### src/hw/rtl/sll_pkg.sv
package sll_pkg;

  localparam int MAX_LEN = 64;
  localparam int OUT_CAP = 64;
  localparam int ADDR_W  = $clog2(MAX_LEN);
  localparam int CNT_W   = $clog2(MAX_LEN + 1);
  localparam int CMP_W   = CNT_W + 1;
  localparam int OUT_W   = $clog2(OUT_CAP);

  localparam logic [1:0] ST_OK     = 2'd0;
  localparam logic [1:0] ST_UNTERM = 2'd1;
  localparam logic [1:0] ST_LONG   = 2'd2;
  localparam logic [1:0] ST_BADESC = 2'd3;

  localparam logic [7:0] CH_BS    = 8'h5c;
  localparam logic [7:0] CH_DQ    = 8'h22;
  localparam logic [7:0] CH_SQ    = 8'h27;
  localparam logic [7:0] CH_NL    = 8'h0a;
  localparam logic [7:0] CH_LC_B  = 8'h62;
  localparam logic [7:0] CH_LC_F  = 8'h66;
  localparam logic [7:0] CH_LC_N  = 8'h6e;
  localparam logic [7:0] CH_LC_R  = 8'h72;
  localparam logic [7:0] CH_LC_T  = 8'h74;
  localparam logic [7:0] CH_BSP   = 8'h08;
  localparam logic [7:0] CH_FF    = 8'h0c;
  localparam logic [7:0] CH_CR    = 8'h0d;
  localparam logic [7:0] CH_TAB   = 8'h09;

  typedef struct packed {
    logic [7:0] char_in;
    logic       end_of_input;
  } in_t;

  typedef struct packed {
    logic [7:0] char_out;
    logic [1:0] status;
    logic       last;
    logic       terminator_returned;
  } out_t;

  typedef enum logic [1:0] {
    S_SCAN,
    S_READ,
    S_LOOK,
    S_SEND
  } state_t;

  typedef struct packed {
    logic scan;
    logic rd;
    logic look;
    logic adv;
  } cmd_t;

  typedef struct packed {
    logic closes;
    logic skip;
    logic last;
  } sts_t;

  function automatic logic esc_char_ok(input logic [7:0] c);
    esc_char_ok = (c == CH_LC_B) || (c == CH_LC_F) || (c == CH_LC_N) ||
                  (c == CH_LC_R) || (c == CH_LC_T) || (c == CH_BS) ||
                  (c == CH_SQ) || (c == CH_DQ);
  endfunction

  function automatic logic [7:0] decode_escape(input logic [7:0] c);
    case (c)
      CH_LC_B: decode_escape = CH_BSP;
      CH_LC_F: decode_escape = CH_FF;
      CH_LC_N: decode_escape = CH_NL;
      CH_LC_R: decode_escape = CH_CR;
      CH_LC_T: decode_escape = CH_TAB;
      default: decode_escape = c;
    endcase
  endfunction

endpackage

### src/hw/rtl/sll_ctrl.sv
module sll_ctrl (
  input  logic           clk,
  input  logic           rst_n,
  input  logic           in_valid,
  output logic           in_ready,
  output logic           out_valid,
  input  logic           out_ready,
  input  sll_pkg::sts_t  sts,
  output sll_pkg::cmd_t  cmd
);

  sll_pkg::state_t state_r, state_nxt;

  always_ff @(posedge clk) begin
    if (!rst_n) begin
      state_r <= sll_pkg::S_SCAN;
    end else begin
      state_r <= state_nxt;
    end
  end

  always_comb begin
    state_nxt = state_r;
    cmd       = '0;
    in_ready  = 1'b0;
    out_valid = 1'b0;
    case (state_r)
      sll_pkg::S_SCAN: begin
        in_ready = 1'b1;
        cmd.scan = in_valid;
        if (in_valid && sts.closes) begin
          state_nxt = sll_pkg::S_READ;
        end
      end
      sll_pkg::S_READ: begin
        cmd.rd    = 1'b1;
        state_nxt = sll_pkg::S_LOOK;
      end
      sll_pkg::S_LOOK: begin
        cmd.look = 1'b1;
        // escape lead-in: fetch the escaped character instead of sending
        state_nxt = sts.skip ? sll_pkg::S_READ : sll_pkg::S_SEND;
      end
      sll_pkg::S_SEND: begin
        out_valid = 1'b1;
        if (out_ready) begin
          cmd.adv   = 1'b1;
          state_nxt = sts.last ? sll_pkg::S_SCAN : sll_pkg::S_READ;
        end
      end
      default: begin
        state_nxt = sll_pkg::S_SCAN;
      end
    endcase
  end

endmodule

### src/hw/rtl/sll_dpath.sv
module sll_dpath (
  input  logic           clk,
  input  logic           rst_n,
  input  sll_pkg::in_t   in_data,
  input  sll_pkg::cmd_t  cmd,
  output sll_pkg::sts_t  sts,
  output sll_pkg::out_t  out_data
);

  logic [7:0]                  mem [sll_pkg::MAX_LEN];
  logic [sll_pkg::CNT_W-1:0]   cnt_r;
  logic                        inside_r;
  logic                        esc_open_r;
  logic                        bad_r;
  logic                        ovf_r;
  logic [1:0]                  status_r;
  logic                        term_r;
  logic [sll_pkg::ADDR_W-1:0]  ptr_r;
  logic [sll_pkg::OUT_W-1:0]   n_r;
  logic                        dec_esc_r;
  logic [7:0]                  rd_data_r;
  sll_pkg::out_t               out_r;

  logic [7:0]                  c;
  logic                        eoi;
  logic                        full;
  logic                        ovf_nxt;
  logic                        wr_en;
  logic [sll_pkg::CMP_W-1:0]   ptr_ext;
  logic [sll_pkg::CMP_W-1:0]   cnt_ext;
  logic                        at_end;

  assign c        = in_data.char_in;
  assign eoi      = in_data.end_of_input;
  assign full     = (cnt_r == sll_pkg::CNT_W'(sll_pkg::MAX_LEN));
  assign ovf_nxt  = ovf_r | full;
  assign ptr_ext  = sll_pkg::CMP_W'(ptr_r);
  assign cnt_ext  = sll_pkg::CMP_W'(cnt_r);
  assign at_end   = ((ptr_ext + sll_pkg::CMP_W'(1)) == cnt_ext) ||
                    (n_r == sll_pkg::OUT_W'(sll_pkg::OUT_CAP - 1));

  assign sts.closes = inside_r &&
                      (eoi || (c == sll_pkg::CH_NL) ||
                       (!esc_open_r && (c == sll_pkg::CH_DQ)));
  // pair decoding only inside the body, never on opener or closing quote
  assign sts.skip   = (status_r == sll_pkg::ST_OK) && !dec_esc_r &&
                      (ptr_r != '0) &&
                      ((ptr_ext + sll_pkg::CMP_W'(2)) < cnt_ext) &&
                      (rd_data_r == sll_pkg::CH_BS);
  assign sts.last   = out_r.last;
  assign out_data   = out_r;

  assign wr_en = cmd.scan && !eoi &&
                 (!inside_r || ((c != sll_pkg::CH_NL) && !full));

  always_ff @(posedge clk) begin
    if (wr_en) begin
      mem[inside_r ? cnt_r[sll_pkg::ADDR_W-1:0] : '0] <= c;
    end
    if (cmd.rd) begin
      rd_data_r <= mem[ptr_r];
    end
  end

  always_ff @(posedge clk) begin
    if (!rst_n) begin
      cnt_r      <= '0;
      inside_r   <= 1'b0;
      esc_open_r <= 1'b0;
      bad_r      <= 1'b0;
      ovf_r      <= 1'b0;
    end else if (cmd.scan) begin
      if (!inside_r) begin
        if (!eoi) begin
          cnt_r      <= sll_pkg::CNT_W'(1);
          inside_r   <= 1'b1;
          esc_open_r <= 1'b0;
          bad_r      <= 1'b0;
          ovf_r      <= 1'b0;
        end
      end else if (!eoi && (c != sll_pkg::CH_NL)) begin
        if (!full) begin
          cnt_r <= cnt_r + sll_pkg::CNT_W'(1);
        end
        ovf_r <= ovf_nxt;
        if (esc_open_r) begin
          esc_open_r <= 1'b0;
          if (!sll_pkg::esc_char_ok(c)) begin
            bad_r <= 1'b1;
          end
        end else if (c == sll_pkg::CH_BS) begin
          esc_open_r <= 1'b1;
        end
      end
    end else if (cmd.adv && out_r.last) begin
      cnt_r      <= '0;
      inside_r   <= 1'b0;
      esc_open_r <= 1'b0;
      bad_r      <= 1'b0;
      ovf_r      <= 1'b0;
    end
  end

  always_ff @(posedge clk) begin
    if (cmd.scan && sts.closes) begin
      ptr_r     <= '0;
      n_r       <= '0;
      dec_esc_r <= 1'b0;
      if (eoi || (c == sll_pkg::CH_NL)) begin
        status_r <= ovf_r ? sll_pkg::ST_LONG : sll_pkg::ST_UNTERM;
        term_r   <= !eoi;
      end else begin
        // the closing quote itself may find the store full
        status_r <= ovf_nxt ? sll_pkg::ST_LONG :
                    (bad_r ? sll_pkg::ST_BADESC : sll_pkg::ST_OK);
        term_r   <= 1'b0;
      end
    end else if (cmd.look) begin
      if (sts.skip) begin
        dec_esc_r <= 1'b1;
        ptr_r     <= ptr_r + sll_pkg::ADDR_W'(1);
      end else begin
        dec_esc_r                 <= 1'b0;
        out_r.char_out            <= dec_esc_r ? sll_pkg::decode_escape(rd_data_r)
                                               : rd_data_r;
        out_r.status              <= status_r;
        out_r.last                <= at_end;
        out_r.terminator_returned <= term_r;
      end
    end else if (cmd.adv && !out_r.last) begin
      ptr_r <= ptr_r + sll_pkg::ADDR_W'(1);
      n_r   <= n_r + sll_pkg::OUT_W'(1);
    end
  end

endmodule

### src/hw/rtl/string_literal_lexer.sv
// Scanning: one character per cycle, one request accepted each cycle until the literal closes.
// Emission: each emitted character goes through store read, registered look and send, and a
// decoded escape pair adds one more read and look; the text store has a single read port. No input while emitting.
// After the closing request, read and look come before the first result; back to scanning the cycle after last.
// Reset (rst_n low, synchronous): idle, fill count and scan flags cleared; store contents undefined.
module string_literal_lexer (
  input  logic          clk,
  input  logic          rst_n,
  input  logic          in_valid,
  output logic          in_ready,
  input  sll_pkg::in_t  in_data,
  output logic          out_valid,
  input  logic          out_ready,
  output sll_pkg::out_t out_data
);

  sll_pkg::cmd_t cmd;
  sll_pkg::sts_t sts;

  sll_ctrl u_ctrl (
    .clk       (clk),
    .rst_n     (rst_n),
    .in_valid  (in_valid),
    .in_ready  (in_ready),
    .out_valid (out_valid),
    .out_ready (out_ready),
    .sts       (sts),
    .cmd       (cmd)
  );

  sll_dpath u_dpath (
    .clk      (clk),
    .rst_n    (rst_n),
    .in_data  (in_data),
    .cmd      (cmd),
    .sts      (sts),
    .out_data (out_data)
  );

  a_excl: assert property (@(posedge clk) disable iff (!rst_n)
    out_valid |-> !in_ready)
    else $error("input taken while a result is pending");

  a_back_to_scan: assert property (@(posedge clk) disable iff (!rst_n)
    (out_valid && out_ready && out_data.last) |=> (in_ready && !out_valid))
    else $error("no return to scanning after final character");

  a_reset_quiet: assert property (@(posedge clk)
    !rst_n |=> !out_valid)
    else $error("result shown straight after reset");

endmodule
### config.mk
export PLATFORM = sky130hd
export DESIGN_NAME = string_literal_lexer
export DESIGN_NICKNAME = d
export VERILOG_FILES = /design/src/hw/rtl/sll_pkg.sv /design/src/hw/rtl/sll_ctrl.sv /design/src/hw/rtl/sll_dpath.sv /design/src/hw/rtl/string_literal_lexer.sv
export SDC_FILE = /design/constraint.sdc
export NUM_CORES = 1
export LEC_CHECK = 0
export ABC_AREA = 0
export BUFFER_PORTS_ARGS = -buffer_cell sky130_fd_sc_hd__buf_4
export CORE_MARGIN = 10
export CORE_UTILIZATION = 56
export DETAILED_ROUTE_END_ITERATION = 10
export PLACE_DENSITY = 0.74
export SYNTH_ARGS = -nofsm -noshare
export SYNTH_HDL_FRONTEND = slang
export SYNTH_SLANG_ARGS = --single-unit
### constraint.sdc
create_clock -name clk -period 10.2 [get_ports clk]
set_clock_uncertainty 0.1 [all_clocks]
set_input_delay 0.51 -clock clk [delete_from_list [all_inputs] [get_ports clk]]
set_output_delay 0.51 -clock clk [all_outputs]
set_load 0.05 [all_outputs]
==> results of run 1 <==
path summary, 6_finish.rpt:
kind,to,cells after the start
setup reg to reg,u_dpath.out_data[7],9
hold reg to reg,u_dpath.out_data[0],0
setup / recovery,u_dpath.out_data[7],9
hold / removal,u_ctrl.state_r[0],2
layout make-up:
type	instances	area share (%)
diodes	1	0.0102
clock inverters	34	1.07
well taps	525	2.67
clock buffers	66	5.67
multi-input cells	547	21.9
flip-flops and latches	561	67.4
inverters	15	0.229
repair buffers	34	1.04
state kept, by name (all words and copies together) (netlist names), 2 cells and up:
| name | cells |
|---|---|
| u_ctrl.state_r | 2 |
| u_dpath.cnt_r | 7 |
| u_dpath.mem | 512 |
| u_dpath.n_r | 6 |
| u_dpath.out_data | 12 |
| u_dpath.ptr_r | 6 |
| u_dpath.rd_data_r | 8 |
| u_dpath.status_r | 2 |
per-layer routing:
layer	track usage [%]	part of all wire, %	up-vias
li1	-	-	4896
met1	28.8	39	6005
met2	32.6	49	579
met3	4.11	9.1	103
met4	8.49	3.8	0
met5	0	0	-
cell usage in the layout, fill, tap and decap left out, types with 4 or more instances in the layout:
cell         n
nor3_1      11
or4_1        8
nand3_1     16
mux4_2     125
xor2_1      10
mux2i_1     10
o21ai_0     13
ha_1        13
nor2b_1     15
inv_1       14
a31oi_1      4
clkinv_2     9
clkbuf_1    12
a22oi_1     60
nand4_1     11
bufinv_16    4
nand2b_1     5
clkinv_1    20
a21oi_1     36
xnor2_1     13
clkbuf_16   54
nor2_1     101
buf_4       34
edfxtp_1   535
nand2_1     36
and2_1       4
nor3b_1      5
dfxtp_1     24
metrics by stage:
stage / worst slack (ps) / power [mW] / cells
2_1_floorplan: 7000 / 3.00 / 1186
3_3_place_gp: 5680 / 3.11 / 1682
3_5_place_dp: 5610 / 3.12 / 1682
4_1_cts: 5600 / 4.99 / 1782
5_1_grt: 5320 / 5.13 / 1782
6_report: 5670 / 4.96 / 1783
report_power, final:
part | total (mW) | internal [mW] | switching [mW]
sequential | 2.58 | 2.54 | 0.0442
combinational | 0.486 | 0.232 | 0.253
clock | 1.89 | 1.07 | 0.815
cell families after synthesis:
family	share of synthesized area, %
flip-flops	74.3
AND/OR/NAND/NOR	4.87
AO/OA/AOI/OAI	4.53
multiplexers	13.1
buffers and inverters	1.64
XOR/XNOR	0.902
adder cells (fa/ha/maj)	0.728
==> flow_summary_export.csv, run 1 <==
group,metric,value,unit
critical_path,critPathRequiredTime,10310,ps
route,drtAntennaViolNets,0,
cts,cts_setup_buffers,0,
cts,cts_tree,"done",
yosys,syn-mean-instance-area,18.8,µm²
cts,cts_sinks,561,
yosys,ys.warnings.count,0,
critical_path,r2r_slack,5670,ps
cts,cts_buffer_depth,3,
floorplanning,initial_core_util,56.5,%
yosys,syn-num-nets,1212,
global_routing,grt_overflow,0,
yosys,ys_seq_area_share,74.3,%
critical_path,path_delay_family,"flip-flops",
yosys,syn_inst,1186,
sta,maxSlewHeadroom,26.0,%
place,hpwl,29.4,mm
critical_path,crit_chain,"buf_4 > nand2_1 > xnor2_1 > ha_1 > o21a_1 > o21ai_0 > a41oi_1 > nor3_1 > nor2_1",
sta,setup_viol,0,
global_routing,antenna_found_initial,0,
cts,cts.repair.resized,0,
yosys,synthArstFlopShare,0,%
sta,drv_slew,0,
power_and_ir_drop,irDropWorstVdd,113,µV
route,dr.pass1.iters,5,
route,drt-wirelength-per-cell,27.6,µm
floorplanning,io_pins,27,
cts,hold_buffers,0,
sta,fmaxAchievable,221,MHz
route,drc,0,
power_and_ir_drop,p_leak,7.54,nW
layout,fin_area,24600,µm²
sta,layout_min_cycle_time,4530,ps
min_path,min_path_type,"in -> reg",
min_path,hp-start,"rst_n",
critical_path,path_class,"reg -> reg",
place,gp_congestion,0.839,
sta,fin_setup_tns,0,ps
route,drt_first_iter_violations,1287,
cts,clockRootBuffer,"clkbuf_16",
layout,area_growth_syn_to_layout,10.3,%
route,viasPerCell,6.50,
global_routing,grt_pass1_wl,74.9,mm
place,portBuffers,26,
layout,fin_util,62.3,%
global_routing,grtUsageTotal,20.9,%
yosys,synth_cell_types,57,
power_and_ir_drop,power.density,201,nW/µm²
yosys,yosys_register_bits,561,
cts,htreeDepth,2,
yosys,netlist.area_leader.share,71.9,%
critical_path,crit_path_max_incr_delay,1040,ps
critical_path,cp-end-kind,"flop",
layout,multi_input_area,5400,µm²
critical_path,critPathArrivalTime,4640,ps
critical_path,worstPathMaxFanout,70,
yosys,synthTopCellsByArea,"edfxtp_1 (72%), mux4_2 (13%), dfxtp_1 (2.3%)",
floorplanning,die_w,220,µm
floorplanning,die_area,48300,µm²
layout,nFillCells,2663,
critical_path,slowest_stage,"dfxtp_4",
layout,final_layout_size_suffix_gt1_share,19.2,%
critical_path,r2r_start,"u_dpath.ptr_r[1]",
flow_run,max-cap-violations,0,
yosys,synth_edf_count,535,
floorplanning,core,39500,µm²
run_status,status,"finished, final reports clean",
critical_path,critPathBufInv,1,
critical_path,start_kind,"flop",
sta,period_share,44.4,%
route,wl,49.2,mm
floorplanning,die_h,220,µm
yosys,synth_common_cells,"edfxtp_1 (535), mux4_2 (125), nor2_1 (102), a22oi_1 (60)",
floorplanning,rows,73,
yosys,syn_area,22300,µm²
cts,clk_latency,590,ps
yosys,yosysTopAreaCell,"edfxtp_1",
layout,nNetsFinal,1239,
cts,clk_pin_slew_worst_paths,60,ps
route,via_count,11583,
sta,rsz0062_at_grt,"no",
yosys,synth_top_flop_cell,"edfxtp_1",
sta,whs,133,ps
critical_path,cp-startpoint,"u_dpath.ptr_r[1]",
global_routing,grt_max_degree,71,
sta,tightest_slew,1110,ps
layout,final-seq-area,16600,µm²
sta,finalHoldViolations,0,
yosys,yosysMostFrequentCell,"edfxtp_1",
global_routing,first_global_vias,11588,
place,placed_cell_area,23000,µm²
cts,numCtsBuffers,54,
(Power assumes the default switching activity.)
==> run 2: changes to the inputs <==
Settings changed: ABC_AREA 0 to 1, PLACE_DENSITY 0.74 to 0.77.
Clock period 10.2 ns to 3.8 ns, I/O delays scaled along.
==> run 2 against run 1 <==
  * Flip-flop and latch count unchanged
  * Critical endpoint is now u_dpath.mem[29][1]
  * Design area up 6.0%
  * Critical path type unchanged
  * Combinational power increased by 33%
  * Final cell count up 56%
  * Synthesized cell count increased by 84%
==> flow_summary_export.csv, run 2 <==
group,metric,value,unit
critical_path,worstPathMaxFanout,8,
cts,clockRootBuffer,"clkbuf_16",
route,dr.pass1.iters,6,
floorplanning,initial_core_util,56.5,%
yosys,synth_edf_count,535,
power_and_ir_drop,p_clk_share,42.2,%
route,drtAntennaViolNets,0,
yosys,yosysTopAreaCell,"edfxtp_1",
yosys,syn_area,23700,µm²
place,gp_congestion,0.943,
floorplanning,die_h,226,µm
critical_path,critPathRequiredTime,3940,ps
yosys,synthTopCellsByArea,"edfxtp_1 (68%), nor2_1 (9.8%), nand2_1 (5.5%)",
global_routing,antenna_found_initial,1,
cts,clk_latency,600,ps
place,portBuffers,26,
sta,tightest_slew,1130,ps
yosys,netlist.area_leader.share,67.9,%
global_routing,grt_max_degree,261,
cts,cts.repair.resized,0,
place,hpwl,34.9,mm
power_and_ir_drop,power.internal,10.1,mW
sta,drv_slew,0,
power_and_ir_drop,irDropWorstVdd,301,µV
layout,nNetsFinal,2219,
sta,fmaxAchievable,312,MHz
critical_path,reg2reg_depth,11,
critical_path,cp-end-kind,"flop",
layout,area_growth_syn_to_layout,10.3,%
cts,numCtsBuffers,55,
power_and_ir_drop,seq_power_share,52.8,%
power_and_ir_drop,power.density,495,nW/µm²
critical_path,critPathArrivalTime,3340,ps
sta,fin_setup_tns,0,ps
power_and_ir_drop,switchingPower,2.78,mW
global_routing,grt_pass1_wl,89.4,mm
yosys,synth_cell_types,37,
power_and_ir_drop,p_comb_share,5.0,%
route,drc,0,
yosys,syn-mean-instance-area,10.8,µm²
sta,finalHoldViolations,0,
critical_path,r2r_slack,600,ps
min_path,min_path_type,"in -> reg",
place,pre_cts_slack,635,ps
floorplanning,rows,75,
route,via_count,16394,
cts,cts_tree,"done",
yosys,ys.warnings.count,0,
power_and_ir_drop,switching_share,21.5,%
critical_path,r2r-end,"u_dpath.mem[29][1]",
yosys,synth_top_flop_cell,"edfxtp_1",
cts,cts_sinks,561,
cts,cts_buffer_depth,3,
sta,rsz0062_at_grt,"no",
floorplanning,io_pins,27,
run_status,status,"finished, final reports clean",
floorplanning,die_w,226,µm
critical_path,crit_end,"u_dpath.mem[29][1]",
critical_path,start_kind,"flop",
route,wl,58.4,mm
global_routing,grt_overflow,0,
power_and_ir_drop,p_leak,9.41,nW
sta,layout_min_cycle_time,3200,ps
layout,final_layout_size_suffix_gt1_share,7.10,%
route,drt_first_iter_violations,2415,
global_routing,first_global_vias,15677,
place,dp_cells,2669,
layout,layout_common_cells,"nor2_1 (613), edfxtp_1 (535), nand2_1 (347)",
yosys,syn-num-nets,2207,
sta,timing.final.ws_setup,597,ps
yosys,yosys_register_bits,561,
global_routing,grtUsageTotal,23.0,%
yosys,ys_seq_area_share,70.1,%
yosys,syn_inst,2181,
layout,fin_cells,2777,
yosys,yosysMostFrequentCell,"nor2_1",
power_and_ir_drop,total_power,12.9,mW
layout,antenna_cells,0,
layout,nFillCells,3207,
floorplanning,die_area,50900,µm²
route,viasPerCell,5.90,
yosys,synth_common_cells,"nor2_1 (616), edfxtp_1 (535), nand2_1 (347), o21ai_0 (228), o21ai_1 (114)",
critical_path,cp-startpoint,"u_dpath.cnt_r[1]",
critical_path,r2r_start,"u_dpath.cnt_r[1]",
critical_path,path_class,"reg -> reg",
sta,setup_viol,0,
yosys,synthArstFlopShare,0,%
layout,final_common_cell,"nor2_1",
layout,largest_reg_flops,512,
route,drt-wirelength-per-cell,21.0,µm
min_path,min_path_cells,4,
floorplanning,core,41900,µm²
cts,clk_pin_slew_worst_paths,70,ps
flow_run,max-cap-violations,0,
cts,htreeDepth,2,
sta,maxSlewHeadroom,24.3,%
sta,period_share,84.3,%
## run 2: area by class of cell
type | count | area [µm²] | share of cell area (%)
sequential | 561 | 16600 | 63.6
clock buffer | 64 | 1410 | 5.40
multi-input combinational | 1442 | 6240 | 23.9
timing repair buffer | 63 | 513 | 1.97
clock inverter | 38 | 392 | 1.50
inverter | 70 | 268 | 1.03
tap | 539 | 674 | 2.58
## run 2: worst min path at each step
stage	endpoint	slack, ps	startpoint
after floorplan	u_dpath.mem[0][0]	190	in_data[1]
after detailed placement	u_dpath.n_r[4]	340	u_dpath.n_r[4]
after global placement	u_dpath.n_r[4]	340	u_dpath.n_r[4]
after CTS	u_dpath.term_r	6	in_data[6]
after global routing	u_dpath.term_r	40	in_data[6]
final	u_dpath.term_r	30	in_data[6]
## run 2: layer usage
metal,up-vias,track usage (%),routed length (µm)
met4,0,9.74,2170
met1,7822,31.4,23000
li1,7498,-,-
met3,142,4.45,6770
met2,932,35.6,26500
met5,-,0,0
## run 2: metrics by stage
stage	util, %	hold WS (ps)	cell area, µm²
after floorplan	-	189	23700
after global placement	57.9	340	24200
after detailed placement	57.9	344	24200
after CTS	62.3	6.27	26100
after global routing	62.3	42.3	26100
final	62.3	31.5	26100
## run 2: power by group through the flow
stage / Combinational, mW / Sequential, mW / Clock, mW
6_report: 0.647 / 6.83 / 5.45
5_1_grt: 0.703 / 6.83 / 5.76
4_1_cts: 0.637 / 6.83 / 5.49
3_5_place_dp: 0.629 / 6.96 / 0
3_3_place_gp: 0.621 / 6.96 / 0
2_1_floorplan: 0.340 / 6.96 / 0
## run 2: cell families after synthesis
family / share of synthesized area, %
adders and majority gates: 0.688
buffers and inverters: 3.52
DFF: 70.1
xor gates and xnor gates: 0.481
AOI/OAI and AO/OA: 8.21
and+or+nand+nor: 17.0
## run 2: repair_timing
action | 4_1_cts | 5_1_grt
hold endpoints to repair | 48 | 0
endpoints found under the setup margin | 0 | 0
setup buffers | 0 | 0
hold buffers | 6 | 0
## run 2: worst max-delay path, stage by stage (launching register included)
cell and delay, ps:
dfxtp_1 490, inv_1 140, ha_1 210, nand3_1 80, nor2_1 80, inv_2 90
nand2_1 60, nand2_1 60, nand2_1 70, inv_1 140, nand3_1 560, nor2_1 750
